`config.mk`:
```
export PLATFORM = sky130hd
export DESIGN_NAME = met_div
export DESIGN_NICKNAME = d
export VERILOG_FILES = /design/src/rtl/mandelbrot_escape_time_core_assert.svh /design/src/rtl/met_pkg.sv /design/src/rtl/met_div.sv
export SDC_FILE = /design/constraint.sdc
export NUM_CORES = 1
export LEC_CHECK = 0
export ABC_AREA = 1
export BUFFER_PORTS_ARGS = -buffer_cell sky130_fd_sc_hd__buf_2
export CORE_ASPECT_RATIO = 0.75
export CORE_MARGIN = 2
export CORE_UTILIZATION = 25
export DETAILED_ROUTE_END_ITERATION = 8
export MAX_ROUTING_LAYER = met4
export PLACE_DENSITY = 0.54
export RECOVER_POWER = 50
export SLEW_MARGIN = 25
export SYNTH_ARGS = -nofsm -noshare
export SYNTH_HDL_FRONTEND = slang
export SYNTH_SLANG_ARGS = --single-unit
```
`constraint.sdc`:
```
create_clock -name clk -period 2.45 [get_ports clk]
set_input_delay 0.245 -clock clk [delete_from_list [all_inputs] [get_ports clk]]
set_output_delay 0.245 -clock clk [all_outputs]
set_load 0.01 [all_outputs]
```
`src/rtl/mandelbrot_escape_time_core_assert.svh`:
```
`ifndef MANDELBROT_ESCAPE_TIME_CORE_ASSERT_SVH
`define MANDELBROT_ESCAPE_TIME_CORE_ASSERT_SVH

// same-cycle implication, clocked on clk, off during reset
`define MET_ASSERT_IMPL(lbl, ante, cons, msg) \
	lbl: assert property (@(posedge clk) disable iff (!arst_n) (ante) |-> (cons)) \
		else $error(msg);

// next-cycle implication
`define MET_ASSERT_NEXT(lbl, ante, cons, msg) \
	lbl: assert property (@(posedge clk) disable iff (!arst_n) (ante) |=> (cons)) \
		else $error(msg);

`endif

```
`src/rtl/met_pkg.sv`:
```
package met_pkg;

	localparam int COORD_BITS = 12;
	localparam int FRAC_BITS  = 28;
	localparam int Q_BITS     = FRAC_BITS + 4;
	localparam int DIM_BITS   = 13;
	localparam int ITER_BITS  = 16;
	localparam int INT_BITS   = 16;

	// |2*(2p - d)| fits in MAG_BITS
	localparam int MAG_BITS = (COORD_BITS + 2 > DIM_BITS + 1) ? COORD_BITS + 2 : DIM_BITS + 1;
	localparam int DVD_BITS = (MAG_BITS + FRAC_BITS > ITER_BITS + INT_BITS) ?
		MAG_BITS + FRAC_BITS : ITER_BITS + INT_BITS;
	localparam int DVS_BITS  = (ITER_BITS > DIM_BITS) ? ITER_BITS : DIM_BITS;
	localparam int DCNT_BITS = $clog2(DVD_BITS + 1);
	localparam int PROD_BITS = 2 * Q_BITS;
	localparam int TRN_BITS  = PROD_BITS - FRAC_BITS;

	localparam int CFG_IDX_BITS  = 2;
	localparam int CFG_DATA_BITS = 16;
	localparam logic [CFG_IDX_BITS-1:0] CFG_IMAGE_WIDTH  = CFG_IDX_BITS'(0);
	localparam logic [CFG_IDX_BITS-1:0] CFG_IMAGE_HEIGHT = CFG_IDX_BITS'(1);
	localparam logic [CFG_IDX_BITS-1:0] CFG_MAX_ITER     = CFG_IDX_BITS'(2);

	typedef logic signed [Q_BITS-1:0] q_t;

	localparam q_t Q_MAX = {1'b0, {(Q_BITS-1){1'b1}}};
	localparam q_t Q_MIN = {1'b1, {(Q_BITS-1){1'b0}}};

	typedef struct packed {
		logic [COORD_BITS-1:0] pixel_x;
		logic [COORD_BITS-1:0] pixel_y;
	} pix_in_t;

	typedef struct packed {
		logic [COORD_BITS-1:0] out_x;
		logic [COORD_BITS-1:0] out_y;
		logic                  plotted;
		logic [ITER_BITS-1:0]  escape_count;
		logic [INT_BITS-1:0]   intensity;
	} pix_out_t;

	typedef struct packed {
		logic                start;
		logic [DVD_BITS-1:0] dividend;
		logic [DVS_BITS-1:0] divisor;
	} div_req_t;

	typedef struct packed {
		logic                busy;
		logic                done;
		logic [DVD_BITS-1:0] quotient;
	} div_rsp_t;

endpackage

```
`src/rtl/met_div.sv`:
```
module met_div import met_pkg::*; (
	input  logic     clk,
	input  logic     arst_n,
	input  div_req_t req,
	output div_rsp_t rsp
);

	logic [DCNT_BITS-1:0] cnt_q;
	logic                 done_q;
	logic [DVD_BITS-1:0]  dq_q;
	logic [DVS_BITS-1:0]  rem_q;
	logic [DVS_BITS-1:0]  dvs_q;

	logic [DVS_BITS:0] trial;
	logic [DVS_BITS:0] diff;
	logic              ge;

	// restoring division, one quotient bit per cycle; quotient shifts in behind dividend
	assign trial = {rem_q, dq_q[DVD_BITS-1]};
	assign diff  = trial - {1'b0, dvs_q};
	assign ge    = (trial >= {1'b0, dvs_q});

	always_ff @(posedge clk or negedge arst_n) begin
		if (!arst_n) begin
			cnt_q  <= '0;
			done_q <= 1'b0;
		end else if (req.start) begin
			cnt_q  <= DCNT_BITS'(DVD_BITS);
			done_q <= 1'b0;
		end else if (cnt_q != '0) begin
			cnt_q  <= cnt_q - DCNT_BITS'(1);
			done_q <= (cnt_q == DCNT_BITS'(1));
		end else begin
			done_q <= 1'b0;
		end
	end

	always_ff @(posedge clk) begin
		if (req.start) begin
			dq_q  <= req.dividend;
			rem_q <= '0;
			dvs_q <= req.divisor;
		end else if (cnt_q != '0) begin
			dq_q  <= {dq_q[DVD_BITS-2:0], ge};
			rem_q <= ge ? diff[DVS_BITS-1:0] : trial[DVS_BITS-1:0];
		end
	end

	assign rsp.busy     = (cnt_q != '0);
	assign rsp.done     = done_q;
	assign rsp.quotient = dq_q;

endmodule

```
# Yosys cells after proc, flatten, opt, wreduce, memory -nomap -nowiden
# Cells that the tools add are included.
# Widths: inputs -> output; s select.
# word_totals
output_inout_bits	44
register_bits	81
# classes
reduce_logical	2
mux	7
n_eq_ne	1
addsub	2
magnitude_cmp	1
# op_table
operator	n
$mux 42	2
$ge 17x16->1	1
$mux 16	1
$sub 16x16->16	1
$mux 6	2
$eq 6x1->1 const B	1
$reduce_bool 6->1	1
$sub 6x1->6 const B	1
$mux 1	2
$reduce_bool 2->1	1

# Logic depth before layout (Yosys ltp)
# Gate-level depths: netlist of the first run.
# logic_depth
word_depth	3
depth_mapped	15

# Worst setup path before layout of the first run
# Ideal clock, no wire load.
# synth_timing
kind	reg2reg
from	register cnt_q[0]
to	register dq_q[0], enable pin
stages_incl_launch_ff	9
path_slack_ps	80
path_buffers	1
required_ps	2054
arrival_time_ps	1973
setup_ps	396
cell_sequence	dfrtp_1 inv_1 ha_1 inv_1 nor2_1 inv_2 nor2_4 buf_2 inv_1
# synth_rtl
element	line	text
from (decl)	met_div.sv:8	logic [DCNT_BITS-1:0] cnt_q;
from (signal assigned)	met_div.sv:28	cnt_q <= DCNT_BITS'(DVD_BITS);
from (signal assigned)	met_div.sv:31	cnt_q <= cnt_q - DCNT_BITS'(1);
to (signal assigned)	met_div.sv:40	dq_q <= req.dividend;
to (signal assigned)	met_div.sv:44	dq_q <= {dq_q[DVD_BITS-2:0], ge};
to (decl)	met_div.sv:10	logic [DVD_BITS-1:0] dq_q;

# Final worst setup path of the first run
# layout_timing
from	register dvs_q[14]
to	register rem_q[11]
# layout_via
elab_chain_cells	2
# layout_lines
element	line	text
from (decl)	met_div.sv:12	logic [DVS_BITS-1:0] dvs_q;
from (signal assigned)	met_div.sv:42	dvs_q <= req.divisor;
$ge 17x16->1	met_div.sv:21	assign ge = (trial >= {1'b0, dvs_q});
$mux 16	met_div.sv:45	rem_q <= ge ? diff[DVS_BITS-1:0] : trial[DVS_BITS-1:0];
to (signal assigned)	met_div.sv:45	
to (decl)	met_div.sv:11	logic [DVS_BITS-1:0] rem_q;
# No other way between the ends.
# A chain may end at the register's enable or synchronous reset.

==> qor.csv, run 1 <==
metric,value,unit
mapped cell area,4560,um^2
RSZ-0062 raised after global routing,false,
fin. max-slew vios,0,
Hold Path Class,in2reg,
port buffer count,104,
Yosys reg bits,81,
Synth Net Count,637,
clk root buf,clkbuf_16,
WL final,11.6,mm
DIE HEIGHT,121,um
Post-synth EDFFs,58,
worst slew pin tran,1.01,ns
Startpoint Class,flop,
cell accounting for the most synthesized area,edfxtp_1,
CTS Buffer Depth,2,
most common cell in the netlist,nand2_1,
WL/cell,12.7,um
# resized after CTS,0,
GPL Wtd Cong,0.817,
synth unique cells,36,
final setup fails,0,
status,"finished, final reports clean",
Crit Path Class,reg2reg,
core area,17800,um^2
ys flop type,edfxtp_1,
die area,19400,um^2
Cells on Worst Hold Path,1,
FMAX,500,MHz
synth-to-layout area growth,23.0,%
maximum vdd drop,0.340,mV
warnings from Yosys,0,
drt drc,0,
number of global-route vias before repair,3574,
vias per cell,4.11,
PwrDens,970,nW/um^2
ys async rst share,8.64,%
Worst setup EP type,flop,
Antenna Nets Post-Route,0,
dpl hpwl,8.54,mm
top area cells in the synthesized netlist,"edfxtp_1 38%, nand2_1 21%, dfxtp_1 7.0%",
GRT Total Usage,12.7,%
"Reg clk slew, reported paths",0.07,ns
top post-synthesis cells by count,"252 x nand2_1, 65 x inv_1, 58 x edfxtp_1",
Yosys top cell area share,38.2,%
gr ovfl total,0,
Num CTS Buffers,9,
Iter 0 DRT Violations,216,
CP Max Fanout,18,
H-tree levels,3,
sequential area share after synthesis,49.0,%
initial antenna violation count,1,
final hold slack,0.0645,ns
Layout fillers,1963,
CTS Sinks,81,
Fin. Hold Viols,0,
DRT Pass-1 Iters,4,
Initial Util,25.7,%
total of max-cap violations,0,
nets,743,
Slew headroom,32.9,%
I/O pins,105,
CTS tree,built,
Post-Syn Instances,557,
"Avg Cell Area, Syn",8.19,um^2
R2R depth,10,
LEAKAGE,2.84,nW
Period minus WS final,2.00,ns
WP data arrival,2.30,ns
fin crit share,81.6,%
reg2reg setup slack,0.45,ns
wire length of the first global-routing pass,18.4,mm
Die X,160,um
clk_skew,0.0102,ns
total negative slack,0,ns
via count,3744,
Rows,42,
worst skew pair latency,0.36,ns
largest net degree at the start of global routing,49,
WP data required,2.75,ns
fraction of layout instances using a drive strength above 1,20.4,%
[flip-flops by register name (all words and copies together) (netlist names)]
name    flops
rem_q      16
dvs_q      16
cnt_q       6
done_q      1
dq_q       42
[through the flow]
stage,cell area [um^2],std cells,utilization (%),setup WS (ns),total power (W)
after floorplan,4560,557,-,0.0803,0.00364
after global placement,5330,893,30.0,0.452,0.00413
after detailed placement,5330,893,30.0,0.451,0.00412
after CTS,5640,910,31.8,0.446,0.00552
after global routing,5610,911,31.6,0.273,0.00588
final,5610,911,31.6,0.451,0.00544
[final timing paths]
kind	startpoint	to
max	dvs_q[14]	rem_q[11]
min	req[5]	dvs_q[5]
max reg2reg	dvs_q[14]	rem_q[11]
min reg2reg	rem_q[1]	rem_q[1]
max in group asynchronous	arst_n	cnt_q[1]
min in group asynchronous	arst_n	cnt_q[4]
[cell usage in the layout, fill, tap and decap left out, types with 10 or more instances in the layout]
| cell | count |
|---|---|
| dfxtp_1 | 16 |
| nand3b_1 | 18 |
| clkbuf_1 | 20 |
| ha_1 | 18 |
| inv_1 | 65 |
| nor2_1 | 16 |
| edfxtp_1 | 58 |
| a21oi_1 | 10 |
| nand3_1 | 29 |
| buf_2 | 85 |
| nand2_1 | 252 |
| nand2_2 | 15 |
[layer usage]
layer / GRT usage [%] / vias to the layer above / wire [um]
met1: 18.0 / 1686 / 6170
li1: - / 1973 / -
met3: 4.20 / 11 / 591
met5: - / - / 0
met2: 17.4 / 74 / 4710
met4: 3.21 / 0 / 119
[what timing repair did]
item,CTS,global route
endpoints found under the hold margin,7,0
hold buffers,1,0
setup buffers,0,0
[report_power, final]
group	switching (W)	internal, W
clock network	0.000642	0.000720
logic	0.00139	0.000824
registers	0.000158	0.00171
[area by class of cell]
cell class | instances | area, um^2 | area share, %
tap | 242 | 303 | 5.39
sequential | 81 | 2240 | 39.9
clock inverter | 7 | 73.8 | 1.32
inverter | 70 | 263 | 4.68
timing repair buffer | 111 | 546 | 9.72
multi-input combinational | 390 | 1960 | 35.0
antenna | 1 | 2.50 | 0.0446
clock buffer | 9 | 225 | 4.01
[worst max-delay path, cell delays in order (launching register included)]
cell,delay [ns]
edfxtp_1,0.32
inv_1,0.04
ha_1,0.33
a21oi_1,0.24
o21a_1,0.16
nand2_2,0.09
nor2_8,0.30
nand2_8,0.20
nand2_1,0.12
nand3_1,0.06
nand2_1,0.07
[cells by family (layout without fill, tap and decap cells)]
logic type	Yosys count	count (layout)	synth area share (%)
and+or+nand+nor	346	346	33.7
buffers and inverters	86	197	7.98
DFF	81	81	49.0
adders and majority gates	19	19	5.37
AOI/OAI and AO/OA	16	16	2.19
xor gates and xnor gates	9	9	1.73
other	0	1	0
Note: power is estimated with default switching activity, not from simulation.
==> run 2, diff against run 1 <==
- ABC_AREA: 1 -> 0
- clock period: 2.45 -> 1.78 ns (I/O delays scaled with it)
==> run 2 against run 1 <==
  * The run now ends with negative setup slack left
  * Clock power increased by 26%
  * Synthesized cell count is 38% lower
  * Register-to-register slack lost 0.91 ns
  * Power decreased by 11%
  * Highest routed layer unchanged
  * Critical path type unchanged
==> qor.csv, run 2 <==
metric,value,unit,change
Num CTS Buffers,9,,unchanged
Period minus WS final,2.24,ns,+0.240 ns
clock share of power,35.5,%,+10 points
worst skew pair latency,0.34,ns,-0.02 ns
fin. max-slew vios,0,,unchanged
WL final,10.7,mm,-7.5%
WP data required,2.04,ns,-0.71 ns
total of max-cap violations,0,,unchanged
top post-synthesis cells by count,"58 x edfxtp_1, 41 x mux2_2, 27 x nand2_1",,
cell accounting for the most synthesized area,edfxtp_1,,
initial antenna violation count,0,,-1
Initial Util,25.5,%,-0.16 points
CTS tree,built,,
Comb pwr share,17.9,%,-23 points
ys async rst share,8.64,%,unchanged
RSZ-0062 raised after global routing,true,,
warnings from Yosys,0,,unchanged
clk root buf,clkbuf_16,,
Net Sw Frac,25.1,%,-15 points
H-tree levels,3,,unchanged
Post-synth EDFFs,58,,unchanged
core area,16000,um^2,-9.8%
switching power,0.00122,W,-44%
Post-Syn Instances,344,,-38%
synth unique cells,52,,+44%
die area,17400,um^2,-10%
Reg power frac,46.6,%,+12 points
status,finished with violations,,
I/O pins,105,,unchanged
GRT Total Usage,12.8,%,+0.078 points
top area cells in the synthesized netlist,"edfxtp_1 43%, mux2_2 11%, dfxtp_1 7.8%",,
multi-input logic area,1960,um^2,-0.25%
DRT Pass-1 Iters,4,,unchanged
ys flop type,edfxtp_1,,
CTS Sinks,81,,unchanged
Hold Path Class,in2reg,,
"commonest cells after routing, fill and taps aside","98 x buf_2, 88 x buf_4, 58 x edfxtp_1, 41 x mux2_2, 26 x nand2_1",,
LEAKAGE,2.77,nW,-2.4%
largest net degree at the start of global routing,43,,-12%
worst path bufs/invs,2,,+1
worst slew pin tran,0.578,ns,-0.428 ns
fraction of layout instances using a drive strength above 1,53.8,%,+33 points
Placed Area,5540,um^2,+4.0%
diodes inserted,0,,-1
gr ovfl total,0,,unchanged
number of global-route vias before repair,3331,,-6.8%
Synth Net Count,424,,-33%
mapped cell area,4090,um^2,-10%
Crit Path Class,reg2reg,,
"Design Area, Final",6250,um^2,+11%
"Avg Cell Area, Syn",11.9,um^2,+45%
port buffer count,104,,unchanged
CTS Buffer Depth,2,,unchanged
WP data arrival,2.50,ns,+0.20 ns
Worst setup EP type,flop,,
drt drc,0,,unchanged
maximum vdd drop,0.454,mV,+34%
GPL Wtd Cong,0.851,,+4.2%
wire length of the first global-routing pass,16.6,mm,-10%
Fin. Hold Viols,0,,unchanged
Finished Core Util,39.0,%,+7.4 points
FF+latch area,2240,um^2,about the same
Regs by FF count,"dq_q: 42 flops, dvs_q: 16 flops, rem_q: 16 flops",,
Power Internal,0.00363,W,+12%
"Reg clk slew, reported paths",0.06,ns,about the same
vias per cell,4.37,,+6.3%
Startpoint Class,flop,,
most common cell in the netlist,edfxtp_1,,
dpl hpwl,7.92,mm,-7.2%
Antenna Nets Post-Route,0,,unchanged
synth-to-layout area growth,52.9,%,
DIE HEIGHT,115,um,-5.2%
max FFs per register,42,,unchanged
clk_skew,0.00462,ns,-0.00561 ns
Yosys reg bits,81,,unchanged
"most common cell after layout, fill and taps aside",buf_2,,
PwrDens,775,nW/um^2,-20%
cell family contributing the most delay on the critical path,compound AO/OA/AOI/OAI gates,,
sequential area share after synthesis,54.7,%,+5.7 points
Rows,40,,-4.8%
Iter 0 DRT Violations,159,,-26%
Critical Path Slowest Stage Cell,or3b_1,,
Yosys top cell area share,42.6,%,+4.4 points
nets,631,,-15%
Die X,152,um,-5.2%
Slew headroom,61.5,%,+29 points
PnR worst setup slack,-0.459,ns,-0.910 ns
crit-path cells,"inv_1, ha_2, buf_4, o21ai_4, a31oi_4, a211o_1, a32o_2, or3b_1, a211oi_2",,
fin crit share,126,%,+44 points
"Most flops, register",dq_q,,
FMAX,447,MHz,-11%
Pwr Total,0.00485,W,-11%
CP Max Fanout,5,,-13
WL/cell,14.0,um,+10%
CP max stage delay,0.37,ns,+0.04 ns
failing checks,negative setup slack,,
Layout fillers,1559,,-21%
via count,3345,,-11%
final setup fails,18,,+18
[run 2: cell types whose count changed in the layout (fill, tap and decap cells not counted), moves of 15 or more]
cell      delta
nand2_1    -226
buf_4       +84
inv_1       -46
mux2_2      +41
nand3_1     -21
nand3b_1    -18
nand2_2     -15
[run 2: metrics by stage]
stage          cells  setup slack, ns  setup TNS, ns  hold slack (ns)
5_1_grt          766           -0.557         -10.59          0.00748
2_1_floorplan    344           -0.523         -24.93           -0.118
3_5_place_dp     727           -0.560          -8.20           0.0256
3_3_place_gp     727           -0.507          -7.47           0.0241
4_1_cts          762           -0.487          -7.17          0.00109
6_report         766           -0.459          -6.83           0.0215
[run 2: path summary, 6_finish.rpt]
path	start	end	slack, ns	cells past startpoint
setup / recovery	dq_q[41]	rem_q[14]	-0.46	9
hold / removal	req[5]	dvs_q[5]	0.02	1
setup reg to reg	dq_q[41]	rem_q[14]	-0.46	9
hold reg to reg	cnt_q[5]	cnt_q[5]	0.55	2
max in group asynchronous	arst_n	done_q	1.21	2
min in group asynchronous	arst_n	cnt_q[1]	0.28	2
[run 2: final cells by class]
type,instances,share of cell area (%)
Multi-Input combinational cell,222,31.3
Clock inverter,5,0.500
Clock buffer,11,3.88
Tap cell,210,4.20
Inverter,25,1.76
Sequential cell,81,35.8
Timing Repair Buffer,212,22.5
[run 2: timing repair]
item / CTS / global route
endpoints found under the setup margin: 60 / 61
endpoints found under the hold margin: 18 / 0
resized for setup: 34 / 24
buffers inserted: 8 / 4
pin swaps: 16 / 4
hold buffers: 12 / 0
[run 2: kinds of logic (layout without fill, tap and decap cells)]
group	count (synthesis)	count (layout)	share of synthesized area, %
compound gates	61	61	10.0
xor+xnor	17	17	3.64
fa+ha+maj	19	19	6.00
buf+inv	41	253	4.07
flops	81	81	54.7
mux	47	47	12.8
simple gates	78	78	8.81
[run 2: power groups by stage]
stage | registers (W) | logic (W) | clock network (W)
after floorplan | 0.00234 | 0.000333 | 0
after global placement | 0.00229 | 0.000760 | 0
after detailed placement | 0.00230 | 0.000772 | 0
after CTS | 0.00226 | 0.000856 | 0.00180
after global routing | 0.00227 | 0.000949 | 0.00185
final | 0.00226 | 0.000867 | 0.00172
[run 2: per-layer routing]
layer / global-route usage [%] / vias to the layer above / share of wire [%]
li1: - / 1684 / -
met1: 16.8 / 1588 / 48
met2: 19.6 / 65 / 47
met3: 3.06 / 8 / 4.4
met4: 4.07 / 0 / 0.94
met5: - / - / 0
==> run 3, diff against run 2 <==
- REMOVE_ABC_BUFFERS: unset -> 1
==> run 3 against run 2 <==
  * The run still ends with negative setup slack left
  * Non-clock buffer count fell by 8
  * Flip-flop and latch count is the same
  * Largest cell class unchanged
  * Design area fell by 1.3%
  * Sequential power about the same
  * Critical endpoint unchanged
  * Wire length is 4.4% higher
  * Worst setup slack lost 0.071 ns
  * Via count is 1.3% higher
  * Hold slack worse by 0.0076 ns
  * Cell count is 1.2% lower
  * Clock-buffer cell count decreased by 2
==> qor.csv, run 3 (synthesis results as in run 2) <==
metric,value,unit,change
worst hold start,req[3],,
WP data required,2.05,ns,about the same
Hold Path Class,in2reg,,
WL final,11.2,mm,+4.4%
Critical Path Slowest Stage Cell,or3b_4,,
Finished Layout Cells,757,,-1.2%
CP Max Fanout,7,,+2
placed cells,721,,-0.83%
RSZ-0062 raised after global routing,true,,
Worst setup EP type,flop,,
"commonest cells after routing, fill and taps aside","94 x buf_2, 86 x buf_4, 58 x edfxtp_1, 41 x mux2_2, 25 x nand2_1",,
maximum vdd drop,0.568,mV,+25%
WP data arrival,2.58,ns,+0.08 ns
clk root buf,clkbuf_16,,
Hold Path Sink,dvs_q[3],,
failing checks,negative setup slack,,
Crit Path Class,reg2reg,,
"most common cell after layout, fill and taps aside",buf_2,,
initial antenna violation count,0,,unchanged
largest net degree at the start of global routing,49,,+14%
worst skew pair latency,0.35,ns,about the same
CTS Buffer Depth,2,,unchanged
status,finished with violations,,
"Most flops, register",dq_q,,
DRT Pass-1 Iters,5,,+1
Slew headroom,73.5,%,+12 points
dpl hpwl,7.92,mm,about the same
GRT Total Usage,13.9,%,+1.1 points
RR Endpoint,rem_q[14],,
Die X,152,um,unchanged
PwrDens,807,nW/um^2,+4.1%
fraction of layout instances using a drive strength above 1,52.8,%,-0.94 points
Cells on Worst Hold Path,1,,unchanged
synth-to-layout area growth,50.9,%,
drt drc,0,,unchanged
via count,3387,,+1.3%
reg2reg setup slack,-0.53,ns,-0.07 ns
gr ovfl total,0,,unchanged
WL/cell,14.8,um,+5.7%
Initial Util,25.5,%,unchanged
Rows,40,,unchanged
Period minus WS final,2.31,ns,+0.0711 ns
Iter 0 DRT Violations,136,,-14%
worst slew pin tran,0.393,ns,-0.184 ns
total of max-cap violations,0,,unchanged
Regs by FF count,"dq_q: 42 flops, dvs_q: 16 flops, rem_q: 16 flops",,
"Design Area, Final",6170,um^2,-1.3%
Num CTS Buffers,9,,unchanged
Pwr Total,0.00498,W,+2.7%
Antenna Nets Post-Route,0,,unchanged
Fin. Hold Viols,0,,unchanged
port buffer count,104,,unchanged
I/O pins,105,,unchanged
GPL Wtd Cong,0.872,,+2.4%
FMAX,433,MHz,-3.1%
Startpoint Class,flop,,
fin. max-slew vios,0,,unchanged
diodes inserted,0,,unchanged
core area,16000,um^2,unchanged
wire length of the first global-routing pass,17.8,mm,+7.7%
clk_skew,0.0131,ns,+0.00848 ns
CTS Sinks,81,,unchanged
H-tree levels,3,,unchanged
"Reg clk slew, reported paths",0.06,ns,about the same
final setup fails,17,,-1
CTS tree,built,,
number of global-route vias before repair,3596,,+8.0%
fin crit share,130,%,+4.0 points
nets,623,,-1.3%
LEAKAGE,2.71,nW,-2.3%
max FFs per register,42,,unchanged
R2R depth,9,,unchanged
reg2reg start,dvs_q[1],,
Layout fillers,1590,,+2.0%
PnR worst setup slack,-0.530,ns,-0.0711 ns
vias per cell,4.47,,+2.5%
CP max stage delay,0.39,ns,+0.02 ns
Placed Area,5420,um^2,-2.2%
crit-path cells,"inv_2, ha_4, nand2_4, o21ai_4, a31oi_4, a211o_1, a32o_2, or3b_4, a211oi_2",,
DIE HEIGHT,115,um,unchanged
die area,17400,um^2,unchanged
run 3: cell count changes in the layout (fill, tap and decap cells not counted), sizes merged:
cell and delta:
buf -8, bufinv +1, clkbuf +1, clkinvlp -2, dlygate4sd3 -3, inv +2
run 3: per-layer routing:
layer	up-vias	global-route usage [%]	wire length (um)
li1	1662	-	-
met1	1616	18.2	5510
met2	101	20.4	4900
met3	8	4.48	686
met4	0	4.69	94
met5	-	-	0
run 3: repair_timing:
| action | in CTS | in global routing |
|---|---|---|
| endpoints found under the setup margin | 63 | 59 |
| setup buffers | 9 | 4 |
| hold endpoints to repair | 15 | 0 |
| gates cloned | 0 | 1 |
| hold buffers | 9 | 0 |
| resized for setup | 43 | 25 |
| pin swaps | 17 | 16 |
run 3: power by group:
part | total (W) | internal (W) | leakage, nW | switching, W
Sequential | 0.00226 | 0.00219 | 0.816 | 0.0000757
Combinational | 0.000840 | 0.000450 | 1.74 | 0.000390
Clock | 0.00188 | 0.00109 | 0.147 | 0.000790
run 3: worst max-delay path by stage:
stage,startpoint,slack (ns),end
detailed placement,dvs_q[14],-0.69,rem_q[7]
finish,dvs_q[1],-0.53,rem_q[14]
global placement,dvs_q[2],-0.59,rem_q[9]
global route,dvs_q[1],-0.60,rem_q[14]
CTS,dvs_q[1],-0.52,rem_q[14]
floorplan,cnt_q[0],-1.04,dq_q[0]
run 3: metrics by stage:
step | setup slack (ns) | TNS [ns] | hold slack (ns) | utilization [%]
detailed placement | -0.688 | -16.65 | 0.0200 | 33.8
CTS | -0.524 | -7.44 | 0.000444 | 37.6
floorplan | -1.04 | -53.69 | -0.118 | -
global placement | -0.591 | -14.28 | 0.0197 | 33.8
finish | -0.530 | -7.38 | 0.0139 | 38.5
global route | -0.603 | -8.95 | 0.00478 | 38.5
run 3: area by class of cell:
cell class,count,area (um^2),share of cell area (%)
clock buffers,9,225,3.65
clock inverters,6,68.8,1.11
inverters,25,101,1.64
multi-input cells,222,1940,31.4
flip-flops and latches,81,2240,36.3
well taps,210,263,4.26
repair buffers,204,1340,21.7
run 3: critical path: cells and delay by family (launching register included):
kind	cells	cell delay [ns]
AO/OA/AOI/OAI	5	1.08
adder cells (fa/ha/maj)	1	0.28
buffers and inverters	1	0.06
flip-flops	1	0.36
AND/OR/NAND/NOR	2	0.44
